$ cat src/rtl/phc_pkg.sv
`default_nettype none
package phc_pkg;

  localparam int unsigned MaxVertices = 32;

  localparam int CoordW   = 32;
  localparam int MulW     = CoordW + 1;
  localparam int ProdW    = 2 * MulW;
  localparam int SideW    = 64;
  localparam int DenW     = SideW + 1;
  localparam int QuoW     = CoordW;
  localparam int NumW     = SideW + QuoW;
  localparam int CntW     = 6;
  localparam int InDataW  = 2 * CoordW;
  localparam int OutDataW = 72;
  localparam int AddrW    = 5;
  localparam int RegW     = 32;

  typedef enum logic [2:0] {
    RegLineX   = 3'd0,
    RegLineY   = 3'd1,
    RegLineDx  = 3'd2,
    RegLineDy  = 3'd3,
    RegKeep    = 3'd4,
    RegSideTol = 3'd5
  } phc_reg_e;

  typedef enum logic [3:0] {
    StIdle,
    StSideM1,
    StSideM2,
    StSideSub,
    StSideAbs,
    StPushA,
    StDen,
    StDif,
    StMulLo,
    StMulHi,
    StNum,
    StDiv,
    StAdd,
    StPushC,
    StEdgeEnd,
    StFlush
  } phc_state_e;

  typedef struct packed {
    logic [CntW-1:0]   cnt;
    logic [CoordW-1:0] y;
    logic [CoordW-1:0] x;
  } phc_rec_t;

endpackage
`default_nettype wire

$ cat src/rtl/phc_mul.sv
`default_nettype none
module phc_mul import phc_pkg::*; (
  input  wire logic                    clk_i,
  input  wire logic signed [MulW-1:0]  a_i,
  input  wire logic signed [MulW-1:0]  b_i,
  output logic signed [ProdW-1:0]      p_o
);

  logic signed [ProdW-1:0] p_q;

  always_ff @(posedge clk_i) begin
    p_q <= a_i * b_i;
  end

  assign p_o = p_q;

endmodule
`default_nettype wire

$ cat config.mk
export PLATFORM = sky130hd
export DESIGN_NAME = phc_mul
export DESIGN_NICKNAME = d
export VERILOG_FILES = /design/src/rtl/phc_pkg.sv /design/src/rtl/phc_mul.sv
export SDC_FILE = /design/constraint.sdc
export NUM_CORES = 2
export LEC_CHECK = 0
export BUFFER_PORTS_ARGS = -buffer_cell sky130_fd_sc_hd__clkbuf_2
export CAP_MARGIN = 10
export CORE_MARGIN = 10
export CORE_UTILIZATION = 55
export DETAILED_ROUTE_END_ITERATION = 16
export PLACE_DENSITY = 0.77
export SLEW_MARGIN = 25
export SYNTH_ARGS = -nofsm -noshare
export SYNTH_HDL_FRONTEND = slang
export SYNTH_SLANG_ARGS = --single-unit
$ cat constraint.sdc
create_clock -name clk_i -period 13.8 [get_ports clk_i]
set_input_delay 4.14 -clock clk_i [delete_from_list [all_inputs] [get_ports clk_i]]
set_output_delay 4.14 -clock clk_i [all_outputs]
set_load 0.005 [all_outputs]
# ---- Word-level counts from Yosys, hierarchy flattened
# Cells that the tools add are included.
# W data, S select, Z words.
dict set report classes {
  n_mul 1
}
# op count
set ops {}
lappend ops {{$mul A33 B33 Y66} 1}
dict set report word_totals {
  register_bits 66
  input_bits 67
}

# ---- Longest topological paths before layout
dict set report logic_depth {
  word_depth 1
  mapped_depth 27
  ltp_nobuf 26
}

# ---- Least setup slack after synthesis
# Ideal clock, no wire load.
dict set report synth_path {
  path_kind {input -> register}
  start {input a_i[32]}
  end {register p_q[62] (netlist: p_o[62])}
  t_required_ns 13.721
  arrival_ns 11.297
  slack_ns 2.424
  path_stages 23
  setup_time_ns 0.079
  cell_sequence {clkbuf_1 > nand2_1 > inv_1 > fa_1 > fa_1 > fa_1 > fa_1 > fa_1 > fa_1 > fa_1 > inv_1 > fa_1 > inv_1 > ha_1 > clkbuf_1 > and3_1 > nand3_1 > nand2b_1 > a2111oi_4 > a211oi_4 > a21o_2 > a21o_1 > a211oi_2}
}
dict set report synth_via {
  elab_chain_cells 1
}
# item line_no
set synth_lines {}
lappend synth_lines {{from (decl)} phc_mul.sv:4} ;# input wire logic signed [MulW-1:0] a_i,
lappend synth_lines {{$mul A33 B33 Y66} phc_mul.sv:12} ;# p_q <= a_i * b_i;
lappend synth_lines {{to (signal assigned)} phc_mul.sv:12}
lappend synth_lines {{to (decl)} phc_mul.sv:9} ;# logic signed [ProdW-1:0] p_q;
# Every way passes these cells.

# ---- Worst setup path after layout
dict set report layout_path {
  start {input b_i[9]}
  end {register p_q[64] (netlist: p_o[64])}
}
dict set report layout_via {
  elab_chain_cells 1
}
# item line_no
set layout_lines {}
lappend layout_lines {{from (decl)} phc_mul.sv:5} ;# input wire logic signed [MulW-1:0] b_i,
lappend layout_lines {{$mul A33 B33 Y66} phc_mul.sv:12}
# Every way passes these cells.

==> results by group <==
Yosys
  – Compound-Gate Fraction of Synth Area: 4.07%
  – Synth top cells by count: 1145 x fa_1, 1131 x inv_1, 562 x and2_1
  – Sequential fraction of the synthesis area: 3.24%
  – YS warnings: 0
  – Mapped Avg Cell Area: 9.39 sq um
  – Area leader, netlist: fa_1
  – Synth Area in Simple Gates: 15.8%
  – Gate Count Post-Synth: 4338
  – Area share of the largest cell type after synthesis: 56.3%
  – Mux cell area share after synthesis: 0%
  – Synth Area in XOR/XNOR: 1.46%
  – Mapped cell area: 0.0407 sq mm
  – EDFF count, synth: 0
  – Syn_nets: 5767
  – Cells taking the most area after synthesis: fa_1 56%, inv_1 10%, and2_1 8.6%
  – Prevailing post-synth register cell: dfxtp_1
  – Count leader, synth: fa_1
  – Adder-cell share of the synthesized area: 62.9%
  – Synth async-reset ratio: 0%
  – Largest family of logic cells by synthesized area: adder cells
  – FF+latch count, synth: 66
  – Synth unique cells: 80

Min path
  – HP Class: input port to flop

Layout
  – Storage cell area: 0.00132 sq mm
  – Area Growth Syn to Fin: 3.81%
  – Final core occ: 57.8%
  – Final nets: 5712
  – Multi-input gate area: 0.0343 sq mm
  – Max FFs per register: 66
  – Fill cells: 6250
  – Layout cell share with drive strength beyond 1: 4.87%
  – Post-Layout Cell Count: 5253

Detailed routing
  – Routed Antenna Nets: 0
  – Wire per inst: 20.3 um
  – Vias post-DR: 29054
  – First-iteration detailed-routing DRC count: 1829
  – DR pass1 iterations: 6
  – Vias/cell: 5.53
  – Post-route DRC violation count: 0
  – Total wire length: 107 mm

Clock tree
  – Post-CTS Resized: 0
  – H-tree levels: 3
  – Clock-pin transition on the worst setup and hold timing paths: 0.08 ns
  – CTS max path bufs: 2
  – Clk root buf: clkbuf_16
  – Hold_buf cts: 0
  – Setup repair bufs after CTS: 0
  – CTS sink count: 66
  – CTS tree: yes
  – CTS Buf Count: 9

STA
  – Final Hold Vio Count: 0
  – Final worst slack: 1.80 ns
  – Worst-Margin Slew: 1.02 ns
  – Final slew viol count: 0
  – RSZ-0062 raised after global routing: false
  – Final min period: 12.00 ns
  – Setup TNS Final: 0 ns
  – Fmax: 0.0834 GHz
  – Tcrit/Tclk final: 86.9%
  – Endpoints failing setup: 0
  – Relative slew slack: 31.9%

Placement
  – IO Port Bufs: 132
  – Dpl ws: 1.35 ns
  – GP Congestion: 0.949
  – Post-DP HPWL: 89.1 mm
  – Placed cells: 5231

Critical path
  – Crit path DAT: 12.27 ns
  – WP data required: 14.07 ns
  – Critical Path Sink Type: flop
  – Crit path launch type: input port
  – Crit path max fanout: 33
  – WS Path Type: input port to flop

Die
  – Ports: 133
  – Die extent in y: 292 um
  – Core Region: 0.0732 sq mm
  – Initial Util: 55.6%
  – Row count: 99
  – Die X: 292 um
  – Full die area: 0.0853 sq mm

Global route
  – First-pass GRT wire length: 175 mm
  – Largest net degree at the start of global routing: 34
  – Initial antenna violation count: 5
  – Vias in the first global route: 32766
  – GRT overflow: 0
  – Tot GR Track Use: 26.1%

Job
  – Total of max-cap violations: 0

Outcome
  – Status: finished, final reports clean
==> area by class of cell <==
class | instances | area share [%]
inverters | 1131 | 10.0
clock inverters | 7 | 0.296
multi-input cells | 2920 | 81.2
clock buffers | 9 | 0.533
flip-flops and latches | 66 | 3.12
well taps | 959 | 2.84
diodes | 6 | 0.0355
repair buffers | 155 | 1.97
==> final timing paths <==
path	startpoint	end	slack, ns	depth (start not counted)
setup / recovery	b_i[9]	p_o[64]$_DFF_P_	1.80	22
hold / removal	a_i[0]	p_o[0]$_DFF_P_	4.42	3
==> through the flow <==
step	area [sq um]	hold WS, ns
finish	42300	4.42
CTS	42300	4.37
global route	42300	4.42
floorplan	40700	4.27
global placement	41900	4.52
detailed placement	41900	4.52
==> critical path, cell delays in order <==
cell and delay [ns]:
clkbuf_2 0.75, nand2_1 0.30, fa_1 0.84, fa_1 0.54
fa_1 0.55, inv_1 0.05, fa_1 0.47, fa_1 0.63
fa_1 0.45, fa_1 0.49, inv_1 0.05, fa_1 0.47
inv_1 0.04, ha_1 0.42, nand3_1 0.25, nor2_1 0.33
nand2_1 0.17, nor3_1 0.50, o311ai_4 0.26, nand3_2 0.19
a211oi_1 0.09, a311oi_1 0.26
==> layer usage <==
| layer | wire (um) | share of wire (%) | GRT usage, % |
|---|---|---|---|
| met2 | 55000 | 51 | 45.3 |
| met3 | 7100 | 6.7 | 3.82 |
| met1 | 38100 | 36 | 30.8 |
| met4 | 6630 | 6.2 | 15.0 |
| met5 | 20 | 0.019 | 0 |
==> kinds of logic (layout without fill, tap and decap cells) <==
family,after synthesis,in the layout
AOI/OAI and AO/OA,219,219
xor gates and xnor gates,68,68
adders and majority gates,1362,1362
and+or+nand+nor,1271,1271
DFF,66,66
other,0,6
buffers and inverters,1352,1302
==> cell usage in the layout, fill, tap and decap left out, types with 4 or more instances in the layout <==
cell / count
a211o_1: 6
a211oi_1: 7
a21o_1: 36
a21oi_1: 57
a31oi_1: 8
and2_1: 562
and3_1: 5
and4_1: 5
buf_4: 23
clkbuf_16: 9
clkbuf_2: 132
dfxtp_1: 66
diode_2: 6
fa_1: 1144
ha_1: 217
inv_1: 1131
nand2_1: 551
nand2b_1: 12
nand3_1: 25
nand4_1: 11
nor2_1: 68
nor2b_1: 5
nor3_1: 7
o211ai_1: 4
o21a_1: 6
o21ai_0: 25
o21ai_1: 6
o21bai_1: 11
xnor2_1: 43
xor2_1: 25
Power is not shown: default switching activity piles up to over one toggle a cycle in this logic, so the estimate is an artifact.
