File: config.mk
export PLATFORM = sky130hd
export DESIGN_NAME = phc_div
export DESIGN_NICKNAME = d
export VERILOG_FILES = /design/src/rtl/phc_pkg.sv /design/src/rtl/phc_div.sv
export SDC_FILE = /design/constraint.sdc
export NUM_CORES = 1
export LEC_CHECK = 0
export BUFFER_PORTS_ARGS = -buffer_cell sky130_fd_sc_hd__buf_4
export CAP_MARGIN = 20
export CORE_MARGIN = 1.5
export CORE_UTILIZATION = 61
export DETAILED_ROUTE_END_ITERATION = 16
export MAX_ROUTING_LAYER = met4
export PLACE_DENSITY = 0.87
export SLEW_MARGIN = 40
export SYNTH_ARGS = -nofsm -noshare
export SYNTH_HDL_FRONTEND = slang
export SYNTH_SLANG_ARGS = --single-unit
File: constraint.sdc
create_clock -name clk_i -period 9.6 [get_ports clk_i]
set_clock_uncertainty 0.1 [all_clocks]
set_input_delay 0.96 -clock clk_i [delete_from_list [all_inputs] [get_ports clk_i]]
set_output_delay 0.96 -clock clk_i [all_outputs]
set_load 0.02 [all_outputs]
File: src/rtl/phc_pkg.sv
`default_nettype none
package phc_pkg;

  localparam int unsigned MaxVertices = 32;

  localparam int CoordW   = 32;
  localparam int MulW     = CoordW + 1;
  localparam int ProdW    = 2 * MulW;
  localparam int SideW    = 64;
  localparam int DenW     = SideW + 1;
  localparam int QuoW     = CoordW;
  localparam int NumW     = SideW + QuoW;
  localparam int CntW     = 6;
  localparam int InDataW  = 2 * CoordW;
  localparam int OutDataW = 72;
  localparam int AddrW    = 5;
  localparam int RegW     = 32;

  typedef enum logic [2:0] {
    RegLineX   = 3'd0,
    RegLineY   = 3'd1,
    RegLineDx  = 3'd2,
    RegLineDy  = 3'd3,
    RegKeep    = 3'd4,
    RegSideTol = 3'd5
  } phc_reg_e;

  typedef enum logic [3:0] {
    StIdle,
    StSideM1,
    StSideM2,
    StSideSub,
    StSideAbs,
    StPushA,
    StDen,
    StDif,
    StMulLo,
    StMulHi,
    StNum,
    StDiv,
    StAdd,
    StPushC,
    StEdgeEnd,
    StFlush
  } phc_state_e;

  typedef struct packed {
    logic [CntW-1:0]   cnt;
    logic [CoordW-1:0] y;
    logic [CoordW-1:0] x;
  } phc_rec_t;

endpackage
`default_nettype wire

File: src/rtl/phc_div.sv
`default_nettype none
module phc_div import phc_pkg::*; (
  input  wire logic              clk_i,
  input  wire logic              rst_ni,
  input  wire logic              start_i,
  input  wire logic [NumW-1:0]   num_i,
  input  wire logic [DenW-1:0]   den_i,
  output logic                   done_o,
  output logic [QuoW-1:0]        quo_o
);

  localparam int StepW = $clog2(QuoW);

  logic [DenW-1:0]  rem_q, rem_d;
  logic [QuoW-1:0]  quo_q, quo_d;
  logic [StepW-1:0] cnt_q, cnt_d;
  logic             run_q, run_d;
  logic             done_q, done_d;
  logic [DenW:0]    trial;
  logic             ge;

  // restoring division; quotient is known to fit QuoW bits
  always_comb begin
    trial  = {rem_q, quo_q[QuoW-1]};
    ge     = trial >= {1'b0, den_i};
    rem_d  = rem_q;
    quo_d  = quo_q;
    cnt_d  = cnt_q;
    run_d  = run_q;
    done_d = 1'b0;
    if (start_i) begin
      rem_d = {{(DenW-SideW){1'b0}}, num_i[NumW-1:QuoW]};
      quo_d = num_i[QuoW-1:0];
      cnt_d = '0;
      run_d = 1'b1;
    end else if (run_q) begin
      rem_d = ge ? DenW'(trial - {1'b0, den_i}) : trial[DenW-1:0];
      quo_d = {quo_q[QuoW-2:0], ge};
      cnt_d = cnt_q + 1'b1;
      if (cnt_q == StepW'(QuoW - 1)) begin
        run_d  = 1'b0;
        done_d = 1'b1;
      end
    end
  end

  always_ff @(posedge clk_i or negedge rst_ni) begin
    if (!rst_ni) begin
      rem_q  <= '0;
      quo_q  <= '0;
      cnt_q  <= '0;
      run_q  <= 1'b0;
      done_q <= 1'b0;
    end else begin
      rem_q  <= rem_d;
      quo_q  <= quo_d;
      cnt_q  <= cnt_d;
      run_q  <= run_d;
      done_q <= done_d;
    end
  end

  assign done_o = done_q;
  assign quo_o  = quo_q;

endmodule
`default_nettype wire

* Word-level counts from Yosys, hierarchy flattened
Cells that the tools add are included.
** Operators by class
- Muxes and demuxes :: 13
- Divide/modulo/power cells :: 0
- Multipliers :: 0
- Equal/unequal tests :: 1
- $lt $le $gt $ge :: 1
- Bitwise gates (word level) :: 0
- Add/sub/neg operators :: 2
- Shifts and indexed selects :: 0
- Reduce and logical (&&, ||, !) cells :: 1
** Operator list (count)
- 65-bit 2-to-1 mux :: 3
- 66-bit by 65-bit greater-or-equal comparator with 1-bit output :: 1
- 65-bit subtractor :: 1
- 32-bit 2-to-1 mux :: 2
- 5-bit 2-to-1 mux :: 2
- 1-bit 2-to-1 mux :: 6
- 5-bit by 1-bit adder with 5-bit output (second input constant) :: 1
- 5-bit == test (second input constant) :: 1
- 2-bit nonzero test :: 1
** Word-level totals
- Latch bits :: 0
- Memories kept :: 0
- Input port bits :: 164
- ROM bits :: 0
- RAM bits :: 0
- Logic and storage cells :: 23
- Output and inout port bits :: 33
- Register bits after elaboration :: 104

* Longest topological paths before layout
Gate-level depths: netlist (run 1).
- Depth in word-level cells :: 4
- Depth in mapped cells :: 17

* Worst setup path before layout (run 1)
Ideal clock, no wire load.
- Path type :: input -> register
- Start point :: input port den_i[0]
- End point :: register rem_q[12]
- Setup slack :: 5.570 ns
- Data required time :: 9.436 ns
- Arrival :: 3.866 ns
- Setup time :: 0.064 ns
- Stages :: 16
- Buffers on the path :: 3
- Path through :: ha_1 inv_1 fa_1 a21o_1 a221oi_2 a311o_1 and3_4 a211o_1 and3_1 or2_1 clkbuf_1 buf_2 clkbuf_1 nand2_1 a311oi_1 a21o_1
** Between the ends
- Word-level cells in the longest chain between the ends :: 4
- Elaborated cells on any way between the ends :: 5
- Classes of those cells :: 1 x add/sub; 1 x order compare; 3 x mux
** Ends and longest elaborated chain
- from (decl) :: line phc_div.sv:7 : input wire logic [DenW-1:0] den_i,
- 65-bit subtractor or 66-bit by 65-bit greater-or-equal comparator with 1-bit output (tied branches) :: line phc_div.sv:37, phc_div.sv:25
- 65-bit 2-to-1 mux (*) :: line phc_div.sv:37 : rem_d = ge ? DenW'(trial - {1'b0, den_i}) : trial[DenW-1:0];
- 65-bit 2-to-1 mux (*) :: line phc_div.sv:36 : end else if (run_q) begin
- 65-bit 2-to-1 mux (*) :: line phc_div.sv:31 : if (start_i) begin
- to (signal assigned) :: line phc_div.sv:55 : rem_q <= rem_d;
- to (decl) :: line phc_div.sv:14 : logic [DenW-1:0] rem_q, rem_d;
Every way passes the cells marked *; elsewhere a longest branch is shown, timed or not. The select of a mux whose other input is x is not followed.
A chain may end at the register's enable or synchronous reset.

* Final worst setup path (run 1)
- Start point :: input port den_i[0]
- End point :: register rem_q[57]
Same word-level chain as after synthesis.

==> results.md, run 1 <==
* Slew headroom at 43.0%
* Max Slew Vio Count at 0
* Die height at 129 um
* N_diodes at 0
* Worst r2r dst: rem_q[57]$_DFFE_PN0P_
* Nets@finish at 1634
* Share of cells above drive strength 1 at 16.6%
* Core area at 15300 um2
* Total GRT Usage at 35.3%
* Crit share post-route at 47.9%
* Sink Count at 104
* Crit path kind: input port to register
* R2R setup slack at 5150 ps
* Post-Syn Nets at 1508
* 1st-pass router iterations at 5
* Instance area at placement at 11100 um2
* Port bufs at 196
* Synth Register Bits at 104
* Mux share of post-synthesis cell area at 3.65%
* Crit. End Element: register
* Dpl hpwl at 21.4 mm
* Post-synthesis adder-cell area fraction at 8.92%
* Final hold viol count at 0
* Vias in the first global route at 9511
* Worst setup SP type: input port
* Die width at 129 um
* Commonest cells after routing, fill and taps aside: 201 x buf_4, 187 x nand2_1, 126 x a21oi_1, 103 x dfrtp_1, 92 x nor2_1
* Outcome: completed
* Unrepaired setup endpoints after global routing: false
* Clk buf depth at 2
* First-pass GRT wire length at 45.8 mm
* WL final at 28.3 mm
* Power Dens Cells at 301 nW/um2
* Fillers at 1272
* Root Driver: clkbuf_16
* Worst reg2reg startpoint: quo_o[31]$_DFFE_PN0P_
* Hold Path Class: input port to async pin
* Mapped cell area at 9620 um2
* Max Cap Viol at 0
* Cells on worst reg2reg path at 15
* Top FF cell, synth: dfrtp_1
* Max VDD drop at 0.157 mV
* Syn. warnings at 0
* Number of synthesized flops with an enable pin at 0
* Area grow syn2layout at 18.2%
* Post-route cell area at 11400 um2
* Clk_lat worst skew at 370 ps
* FFs w/ async S/R, synth at 100%
* Postcts setup bufs at 0
* Vias per cell at 6.14
* Post_cts resized at 0
* DRC Markers at 0
* Area contributors post-synth: dfrtp_1 27%, ha_1 8.7%, nand2_1 7.3%, a21oi_1 6.6%, o21ai_0 4.3%
* Worst-path clk slew at 80 ps
* Synth Area in Compound Gates at 28.3%
* Synth Instances at 1276
* Min cycle time layout at 4590 ps
* CP arrival at 4750 ps
* Largest net degree at the start of global routing at 82
* Seq/Total Area, Yosys at 27.1%
* # hold bufs at CTS at 0
* Gpl congestion at 0.978
* XOR/XNOR Fraction of Synth Area at 5.46%
* Initial antenna violation count at 0
* Die area at 16500 um2
* Setup tns final at 0 ps
* Yosys cell types at 65
* Std-Cell Rows at 45
* Io pins at 197
* Crit-path max FO at 38
* DR iter-0 viols at 724
* Initial core utilization at 62.8%
* Via count at 9927
* Least-Margin Pin Slew at 855 ps
* Top cell type's share of synthesized area at 27.1%
* CTS tree: yes
* Synth Area in Simple Gates at 19.5%
* CTS Buf Count at 9
* H-tree depth at 3
* Largest family of logic cells by synthesized area: compound AO/OA/AOI/OAI gates
* Final setup viols at 0
* DR WL/cell at 17.5 um
* Remaining antenna violation count after routing at 0
* Leakage at 5.76 nW
* Fmax at 218 MHz
* CP required at 9760 ps
* Gr ovfl total at 0
* Largest area contributor in the netlist: dfrtp_1
* Commonest non-fill, non-tap cell in the layout: buf_4
* Mean Syn Cell Area at 7.54 um2
## state kept, by name, summed over array words and instances, names as in the netlist
signal,cells
cnt_q,5
done_o,1
quo_o,32
rem_q,65
run_q,1
## worst max-delay path, stage by stage
cell	delay (ps)
buf_4	90
ha_1	170
inv_1	60
fa_1	390
a21o_1	220
a221oi_2	450
a311o_1	290
and3_4	220
a211o_1	120
and3_1	190
or2_2	520
buf_4	460
or3_1	170
a311oi_1	80
a221o_2	330
## through the flow
stage / worst slack, ps / cells / util, % / hold WS, ps / power (mW)
after floorplan: 5570 / 1276 / - / 393 / 2.44
after global placement: 4780 / 1602 / 72.2 / 414 / 2.96
after detailed placement: 4650 / 1602 / 72.3 / 434 / 2.99
after CTS: 5030 / 1618 / 74.3 / 450 / 3.38
after global routing: 4780 / 1618 / 74.3 / 477 / 3.70
final: 5010 / 1618 / 74.3 / 438 / 3.42
## worst max-delay path by stage
stage,to,startpoint,slack [ps],cells after the start
after floorplan,rem_q[12]$_DFFE_PN0P_,den_i[0],5570,16
after global placement,rem_q[57]$_DFFE_PN0P_,den_i[18],4780,14
after detailed placement,rem_q[57]$_DFFE_PN0P_,den_i[58],4650,14
after CTS,rem_q[57]$_DFFE_PN0P_,den_i[58],5030,14
after global routing,rem_q[57]$_DFFE_PN0P_,den_i[58],4780,14
final,rem_q[57]$_DFFE_PN0P_,den_i[0],5010,15
## where the power goes
part | internal (mW) | switching (mW) | total [mW]
Combinational | 0.936 | 1.38 | 2.31
Clock | 0.184 | 0.198 | 0.382
Sequential | 0.589 | 0.141 | 0.730
Total | 1.71 | 1.71 | 3.42
## cells in the mapped netlist, types with 34 or more instances
| cell type | count |
|---|---|
| ha_1 | 67 |
| nor2_1 | 93 |
| inv_1 | 90 |
| mux2i_1 | 34 |
| xnor2_1 | 39 |
| o21ai_0 | 83 |
| a21o_1 | 53 |
| nand4_1 | 34 |
| nand2_1 | 187 |
| dfrtp_1 | 104 |
| clkbuf_1 | 68 |
| a21oi_1 | 126 |
## layer usage
metal,part of all wire [%],global-route usage [%],vias up
li1,-,-,4825
met1,43,43.7,4683
met2,49,59.6,365
met3,5.7,4.91,54
met4,2.5,12.0,0
met5,0,-,-
## final cells by class
class,count,area [um2],area share [%]
Inverter,92,347,3.05
Multi-Input combinational cell,993,6340,55.7
Timing Repair Buffer,202,1520,13.4
Sequential cell,104,2610,22.9
Tap cell,211,264,2.32
Clock inverter,7,73.8,0.649
Clock buffer,9,225,1.98
## cells by family after synthesis
logic type | after synthesis
AOI/OAI and AO/OA | 417
xor gates and xnor gates | 60
adders and majority gates | 68
buffers and inverters | 179
DFF | 104
muxes | 35
and+or+nand+nor | 413
Power figures use the tool's default switching activity.
==> run 2, diff against run 1 <==
--- a/config.mk
+++ b/config.mk
@@ -8,10 +8,10 @@
 export BUFFER_PORTS_ARGS = -buffer_cell sky130_fd_sc_hd__buf_4
 export CAP_MARGIN = 20
 export CORE_MARGIN = 1.5
-export CORE_UTILIZATION = 61
+export CORE_UTILIZATION = 57
 export DETAILED_ROUTE_END_ITERATION = 16
 export MAX_ROUTING_LAYER = met4
-export PLACE_DENSITY = 0.87
+export PLACE_DENSITY = 0.82
 export SLEW_MARGIN = 40
 export SYNTH_ARGS = -nofsm -noshare
 export SYNTH_HDL_FRONTEND = slang
==> constraint.sdc (replaced) <==
create_clock -name clk_i -period 4.5 [get_ports clk_i]
set_clock_uncertainty 0.1 [all_clocks]
set_input_delay 0.45 -clock clk_i [delete_from_list [all_inputs] [get_ports clk_i]]
set_output_delay 0.45 -clock clk_i [all_outputs]
set_load 0.02 [all_outputs]
==> run 2 against run 1 <==
  * The run now ends with hold timing left
  * First-iteration DRC count rose by 15%
  * Final area rose by 1.1%
  * Clock-buffer cell count did not move
  * Combinational power rose by 120%
  * Global-route usage fell by 2.5 points
  * Sequential share of layout area fell by 0.26 points
  * Non-clock buffer count rose by 10
  * Via count rose by 0.46%
  * Sequential power rose by 110%
  * Die area rose by 6.8%
  * Critical path type is now register to register
  * Core utilization fell by 4.7 points
  * Routed wire length fell by 1.1%
==> results.md, run 2 (synthesis gave the netlist of run 1 again) <==
* Max VDD drop at 0.417 mV (was 0.157 mV)
* Nets@finish at 1644 (was 1634)
* Port bufs at 196 (unchanged)
* H-tree depth at 3 (unchanged)
* CTS tree: yes (unchanged)
* Fin util at 69.6% (was 74.3%)
* CP delay by family, top: simple AND/OR/NAND/NOR gates (was compound AO/OA/AOI/OAI gates)
* Dpl hpwl at 21.1 mm (was 21.4 mm)
* Leakage at 5.83 nW (was 5.76 nW)
* CP required at 4620 ps (was 9760 ps)
* DR iter-0 viols at 834 (was 724)
* Worst setup SP type: register (was input port)
* Std-Cell Rows at 47 (was 45)
* Postcts setup bufs at 0 (unchanged)
* Max FFs per register at 65 (unchanged)
* Die area at 17700 um2 (was 16500 um2)
* Clk_lat worst skew at 370 ps (about the same)
* Remaining antenna violation count after routing at 0 (unchanged)
* CP Buf/Inv Count at 1 (was 3)
* Tot Pwr at 7.45 mW (was 3.42 mW)
* Vias per cell at 6.09 (was 6.14)
* WL final at 28.0 mm (was 28.3 mm)
* Fmax at 258 MHz
* Gr ovfl total at 0 (unchanged)
* Io pins at 197 (unchanged)
* Clk buf depth at 2 (unchanged)
* Max incr delay on CP at 430 ps (was 520 ps)
* CTS Buf Count at 9 (unchanged)
* Unrepaired setup endpoints after global routing: false (unchanged)
* Crit share post-route at 86.0%
* Worst-path clk slew at 90 ps (was 80 ps)
* Via count at 9973 (was 9927)
* Crit-path max FO at 40 (was 38)
* Final setup viols at 0 (unchanged)
* Total GRT Usage at 32.8% (was 35.3%)
* Post_cts resized at 0 (unchanged)
* Max Cap Viol at 0 (unchanged)
* DRC Markers at 0 (unchanged)
* Sink Count at 104 (unchanged)
* Initial antenna violation count at 0 (unchanged)
* Power Dens Cells at 647 nW/um2 (was 301 nW/um2)
* Area grow syn2layout at 19.6% (was 18.2%)
* Initial core utilization at 58.2% (was 62.8%)
* Share of cells above drive strength 1 at 17.1% (was 16.6%)
* Slew headroom at 50.7% (was 43.0%)
* Least-Margin Pin Slew at 740 ps (was 855 ps)
* CP cell instances: ha_1 > nand4_1 > or3_1 > a311o_1 > and3_4 > a211o_1 > and3_1 > or2_2 > buf_12 > and3_1 > a21oi_1 > o221ai_1 (was buf_4 > ha_1 > inv_1 > fa_1 > a21o_1 > a221oi_2 > a311o_1 > and3_4 > a211o_1 > and3_1 > or2_2 > buf_4 > or3_1 > a311oi_1 > a221o_2)
* R2R setup slack at 630 ps (was 5150 ps)
* Die height at 133 um (was 129 um)
* Crit. End Element: register (unchanged)
* Die width at 133 um (was 129 um)
* Root Driver: clkbuf_16 (unchanged)
* First-pass GRT wire length at 46.4 mm (was 45.8 mm)
* Crit path kind: register to register (was input port to register)
* Reg with most FFs: rem_q (unchanged)
* Vias in the first global route at 9651 (was 9511)
* # hold bufs at CTS at 0 (unchanged)
* Commonest non-fill, non-tap cell in the layout: buf_4 (unchanged)
* Min cycle time layout at 3870 ps
* DR WL/cell at 17.1 um (was 17.5 um)
* Commonest cells after routing, fill and taps aside: 208 x buf_4, 187 x nand2_1, 126 x a21oi_1, 103 x dfrtp_1, 92 x nor2_1 (was 201 x buf_4, 187 x nand2_1, 126 x a21oi_1, 103 x dfrtp_1, 92 x nor2_1)
* Failing checks: hold timing
* Core area at 16500 um2 (was 15300 um2)
* Gpl congestion at 0.972 (was 0.978)
* Hold Path Class: input port to async pin (unchanged)
* Final hold viol count at 15 (was 0)
* Outcome: finished, violations left (was completed)
* 1st-pass router iterations at 6 (was 5)
* Setup tns final at 0 ps (unchanged)
* Max Slew Vio Count at 0 (unchanged)
* CP arrival at 3990 ps (was 4750 ps)
* Hold slack at -16.1 ps (was 438 ps)
* Largest net degree at the start of global routing at 99 (was 82)
* Worst path most repeated cell: and3_1 (was buf_4)
* N_diodes at 0 (unchanged)
* Slowest CP cell: or2_2 (unchanged)
==> run 2: changes by cell type in the layout (fill, tap and decap cells not counted), sizes merged <==
| cell | before | now |
|---|---|---|
| clkinvlp | 1 | 0 |
| clkinv | 5 | 6 |
| inv | 93 | 92 |
| bufinv | 0 | 1 |
| buf | 202 | 212 |
==> run 2: cell type report <==
class | count | area, um2
clock buffer | 9 | 225
clock inverter | 7 | 104
timing repair buffer | 212 | 1620
fill | 1438 | 5020
inverter | 92 | 345
tap | 220 | 275
multi-input combinational | 993 | 6330
sequential | 104 | 2610
==> run 2: power breakdown <==
group | internal (mW) | switching [mW]
clock | 0.452 | 0.430
combinational | 2.08 | 2.94
sequential | 1.26 | 0.285
==> run 2: per-stage QoR <==
stage               worst slack [ps]  instances  cell area, um2
floorplan                        892       1276            9620
global placement                 590       1621           11200
detailed placement               535       1621           11200
CTS                              662       1637           11500
global route                     411       1637           11500
finish                           630       1637           11500
==> run 2: worst register-to-register path, delay by kind of cell, from the launching register on <==
| kind | cells | cell delay [ps] |
|---|---|---|
| fa+ha+maj | 1 | 430 |
| compound gates | 4 | 890 |
| simple gates | 6 | 1670 |
| flops | 1 | 420 |
| buf+inv | 1 | 230 |
==> run 2: layer usage <==
metal	GRT usage (%)	share of wire, %	wire [um]	vias to the layer above
li1	-	-	-	4832
met1	41.7	43	12200	4668
met2	53.7	47	13200	403
met3	3.98	6.1	1720	70
met4	12.5	3.3	925	0
met5	-	0	0	-
==> run 2: worst paths after layout <==
| kind | from | to | cells past startpoint |
|---|---|---|---|
| worst max-delay path | rem_q[12]$_DFFE_PN0P_ | rem_q[44]$_DFFE_PN0P_ | 12 |
| worst min register to register | cnt_q[4]$_DFFE_PN0P_ | cnt_q[4]$_DFFE_PN0P_ | 2 |
| worst min-delay path | rst_ni | rem_q[30]$_DFFE_PN0P_ | 1 |
| min in group clk_i | num_i[79] | rem_q[47]$_DFFE_PN0P_ | 2 |
| max in group asynchronous | rst_ni | quo_o[29]$_DFFE_PN0P_ | 2 |
| worst max register to register | rem_q[12]$_DFFE_PN0P_ | rem_q[44]$_DFFE_PN0P_ | 12 |
==> run 3, diff against run 2 <==
==> constraint.sdc (replaced) <==
create_clock -name clk_i -period 4.4 [get_ports clk_i]
set_clock_uncertainty 0.1 [all_clocks]
set_input_delay 0.44 -clock clk_i [delete_from_list [all_inputs] [get_ports clk_i]]
set_output_delay 0.44 -clock clk_i [all_outputs]
set_load 0.02 [all_outputs]
==> run 3 against run 2 <==
  * The run now ends clean
  * Maximum frequency increased by 0.80%
  * Clock-buffer cell count did not move
  * Non-clock buffer count up 8
  * Critical path type unchanged
  * Largest cell class unchanged
==> results.md, run 3 (synthesis gave the netlist of run 1 again) <==
* Hold Path Sink: rem_q[47]$_DFFE_PN0P_
* Slew headroom at 51.2% (was 50.7%)
* N_diodes at 0 (unchanged)
* Number of cells in the finished layout apart from fillers at 1645 (was 1637)
* Io pins at 197 (unchanged)
* CTS tree: yes (unchanged)
* # hold bufs at CTS at 1 (was 0)
* WL final at 28.0 mm (about the same)
* Hold Path Class: input port to register (was input port to async pin)
* Worst setup SP type: register (unchanged)
* Worst-path clk slew at 90 ps (about the same)
* R2R setup slack at 560 ps (was 630 ps)
* Commonest non-fill, non-tap cell in the layout: buf_4 (unchanged)
* H-tree depth at 3 (unchanged)
* Leakage at 5.87 nW (was 5.83 nW)
* Fillers at 1429 (was 1438)
* Crit path kind: register to register (unchanged)
* Slowest CP cell: ha_1 (was or2_2)
* Nets@finish at 1652 (was 1644)
* Vias in the first global route at 9630 (was 9651)
* Dpl cells at 1627 (was 1621)
* Area grow syn2layout at 20.2% (was 19.6%)
* Max VDD drop at 0.399 mV (was 0.417 mV)
* CP cell instances: ha_1 > nand4_1 > or3_1 > a311o_1 > and3_4 > a211o_1 > and3_1 > or2_2 > buf_12 > nand2_1 > a31oi_1 > mux2_2 (was ha_1 > nand4_1 > or3_1 > a311o_1 > and3_4 > a211o_1 > and3_1 > or2_2 > buf_12 > and3_1 > a21oi_1 > o221ai_1)
* Min cycle time layout at 3840 ps (was 3870 ps)
* Power Dens Cells at 660 nW/um2 (was 647 nW/um2)
* Port bufs at 196 (unchanged)
* Total GRT Usage at 32.9% (was 32.8%)
* Sink Count at 104 (unchanged)
* Root Driver: clkbuf_16 (unchanged)
* Outcome: completed (was finished, violations left)
* Core area at 16500 um2 (unchanged)
* Std-Cell Rows at 47 (unchanged)
* CP required at 4550 ps (was 4620 ps)
* Die width at 133 um (unchanged)
* CP Buf/Inv Count at 1 (unchanged)
* Die area at 17700 um2 (unchanged)
* Die height at 133 um (unchanged)
* Clk_lat worst skew at 370 ps (about the same)
* Initial core utilization at 58.2% (unchanged)
* Worst reg2reg startpoint: rem_q[15]$_DFFE_PN0P_ (was rem_q[12]$_DFFE_PN0P_)
* Final hold viol count at 0 (was 15)
* DR iter-0 viols at 862 (was 834)
* First-pass GRT wire length at 46.5 mm (was 46.4 mm)
* Share of cells above drive strength 1 at 17.5% (was 17.1%)
* Reg with most FFs: rem_q (unchanged)
* Unrepaired setup endpoints after global routing: false (unchanged)
* Final setup viols at 0 (unchanged)
* CTS Buf Count at 9 (unchanged)
* Initial antenna violation count at 0 (unchanged)
* Dpl hpwl at 21.0 mm (was 21.1 mm)
* DR WL/cell at 17.0 um (was 17.1 um)
* Least-Margin Pin Slew at 732 ps (was 740 ps)
* Crit share post-route at 87.3% (was 86.0%)
* Crit. End Element: register (unchanged)
* Remaining antenna violation count after routing at 0 (unchanged)
* Crit-path max FO at 40 (unchanged)
* Commonest cells after routing, fill and taps aside: 216 x buf_4, 187 x nand2_1, 126 x a21oi_1, 103 x dfrtp_1, 92 x nor2_1 (was 208 x buf_4, 187 x nand2_1, 126 x a21oi_1, 103 x dfrtp_1, 92 x nor2_1)
* Hold Startpoint: num_i[79]
* CP arrival at 3990 ps (about the same)
* Largest net degree at the start of global routing at 88 (was 99)
* Gr ovfl total at 0 (unchanged)
* Clk buf depth at 2 (unchanged)
* Postcts setup bufs at 0 (unchanged)
* Via count at 10000 (was 9973)
* DRC Markers at 0 (unchanged)
* Max Slew Vio Count at 0 (unchanged)
* CP delay by family, top: simple AND/OR/NAND/NOR gates (unchanged)
* Setup tns final at 0 ps (unchanged)
* Max incr delay on CP at 450 ps (was 430 ps)
* Hold depth at 2
* Max FFs per register at 65 (unchanged)
* Fmax at 260 MHz (was 258 MHz)
* Cells on worst reg2reg path at 12 (unchanged)
* Post_cts resized at 0 (unchanged)
* Max Cap Viol at 0 (unchanged)
* Worst r2r dst: rem_q[15]$_DFFE_PN0P_ (was rem_q[44]$_DFFE_PN0P_)
* Gpl congestion at 0.978 (was 0.972)
* Vias per cell at 6.10 (was 6.09)
* 1st-pass router iterations at 6 (unchanged)
-- run 3: cell types whose count changed in the layout (fill, tap and decap cells not counted), sizes merged --
cell / before / now
buf: 212 / 219
bufinv: 1 / 0
dlygate4sd3: 0 / 1
inv: 92 / 93
-- run 3: worst max-delay path by stage --
stage | startpoint | slack, ps | to | depth (start not counted)
3_3_place_gp | den_i[19] | 510 | rem_q[34]$_DFFE_PN0P_ | 14
6_report | rem_q[15]$_DFFE_PN0P_ | 560 | rem_q[15]$_DFFE_PN0P_ | 12
5_1_grt | rem_q[20]$_DFFE_PN0P_ | 340 | rem_q[57]$_DFFE_PN0P_ | 11
3_5_place_dp | den_i[21] | 480 | rem_q[36]$_DFFE_PN0P_ | 14
2_1_floorplan | quo_o[31]$_DFFE_PN0P_ | 790 | rem_q[12]$_DFFE_PN0P_ | 17
4_1_cts | rem_q[12]$_DFFE_PN0P_ | 590 | rem_q[34]$_DFFE_PN0P_ | 12
-- run 3: report_power, final --
| part | switching [mW] | internal [mW] |
|---|---|---|
| Sequential | 0.297 | 1.28 |
| Combinational | 3.02 | 2.16 |
| Clock | 0.456 | 0.415 |
-- run 3: stage by stage --
step | hold WS, ps | area (um2) | worst slack (ps) | power, mW | util [%]
after global routing | 164 | 11600 | 337 | 8.24 | 70.0
after CTS | 165 | 11500 | 594 | 7.53 | 69.8
after detailed placement | 316 | 11200 | 478 | 6.62 | 67.9
after floorplan | 44.4 | 9620 | 792 | 5.33 | -
final | 169 | 11600 | 561 | 7.64 | 70.0
after global placement | 315 | 11200 | 512 | 6.56 | 67.8
-- run 3: metal layers --
| layer | track usage [%] | wire, um | vias up |
|---|---|---|---|
| met4 | 10.7 | 779 | 0 |
| met2 | 52.7 | 13100 | 451 |
| li1 | - | - | 4856 |
| met1 | 43.2 | 12200 | 4657 |
| met3 | 4.52 | 1860 | 67 |
| met5 | - | 0 | - |
-- run 3: worst reg2reg max path, cell delays in order (launching register included) --
cell and delay [ps]:
dfrtp_1 420, ha_1 450, nand4_1 220, or3_1 360, a311o_1 290, and3_4 210, a211o_1 300, and3_1 190
or2_2 450, buf_12 250, nand2_1 110, a31oi_1 80, mux2_2 310
-- run 3: final cells by class --
cell class	instances	area (um2)	share of cell area, %
Clock buffer	9	225	1.95
Timing Repair Buffer	220	1680	14.6
Clock inverter	7	93.8	0.812
Tap cell	220	275	2.38
Inverter	92	345	2.99
Multi-Input combinational cell	993	6330	54.8
Sequential cell	104	2610	22.5
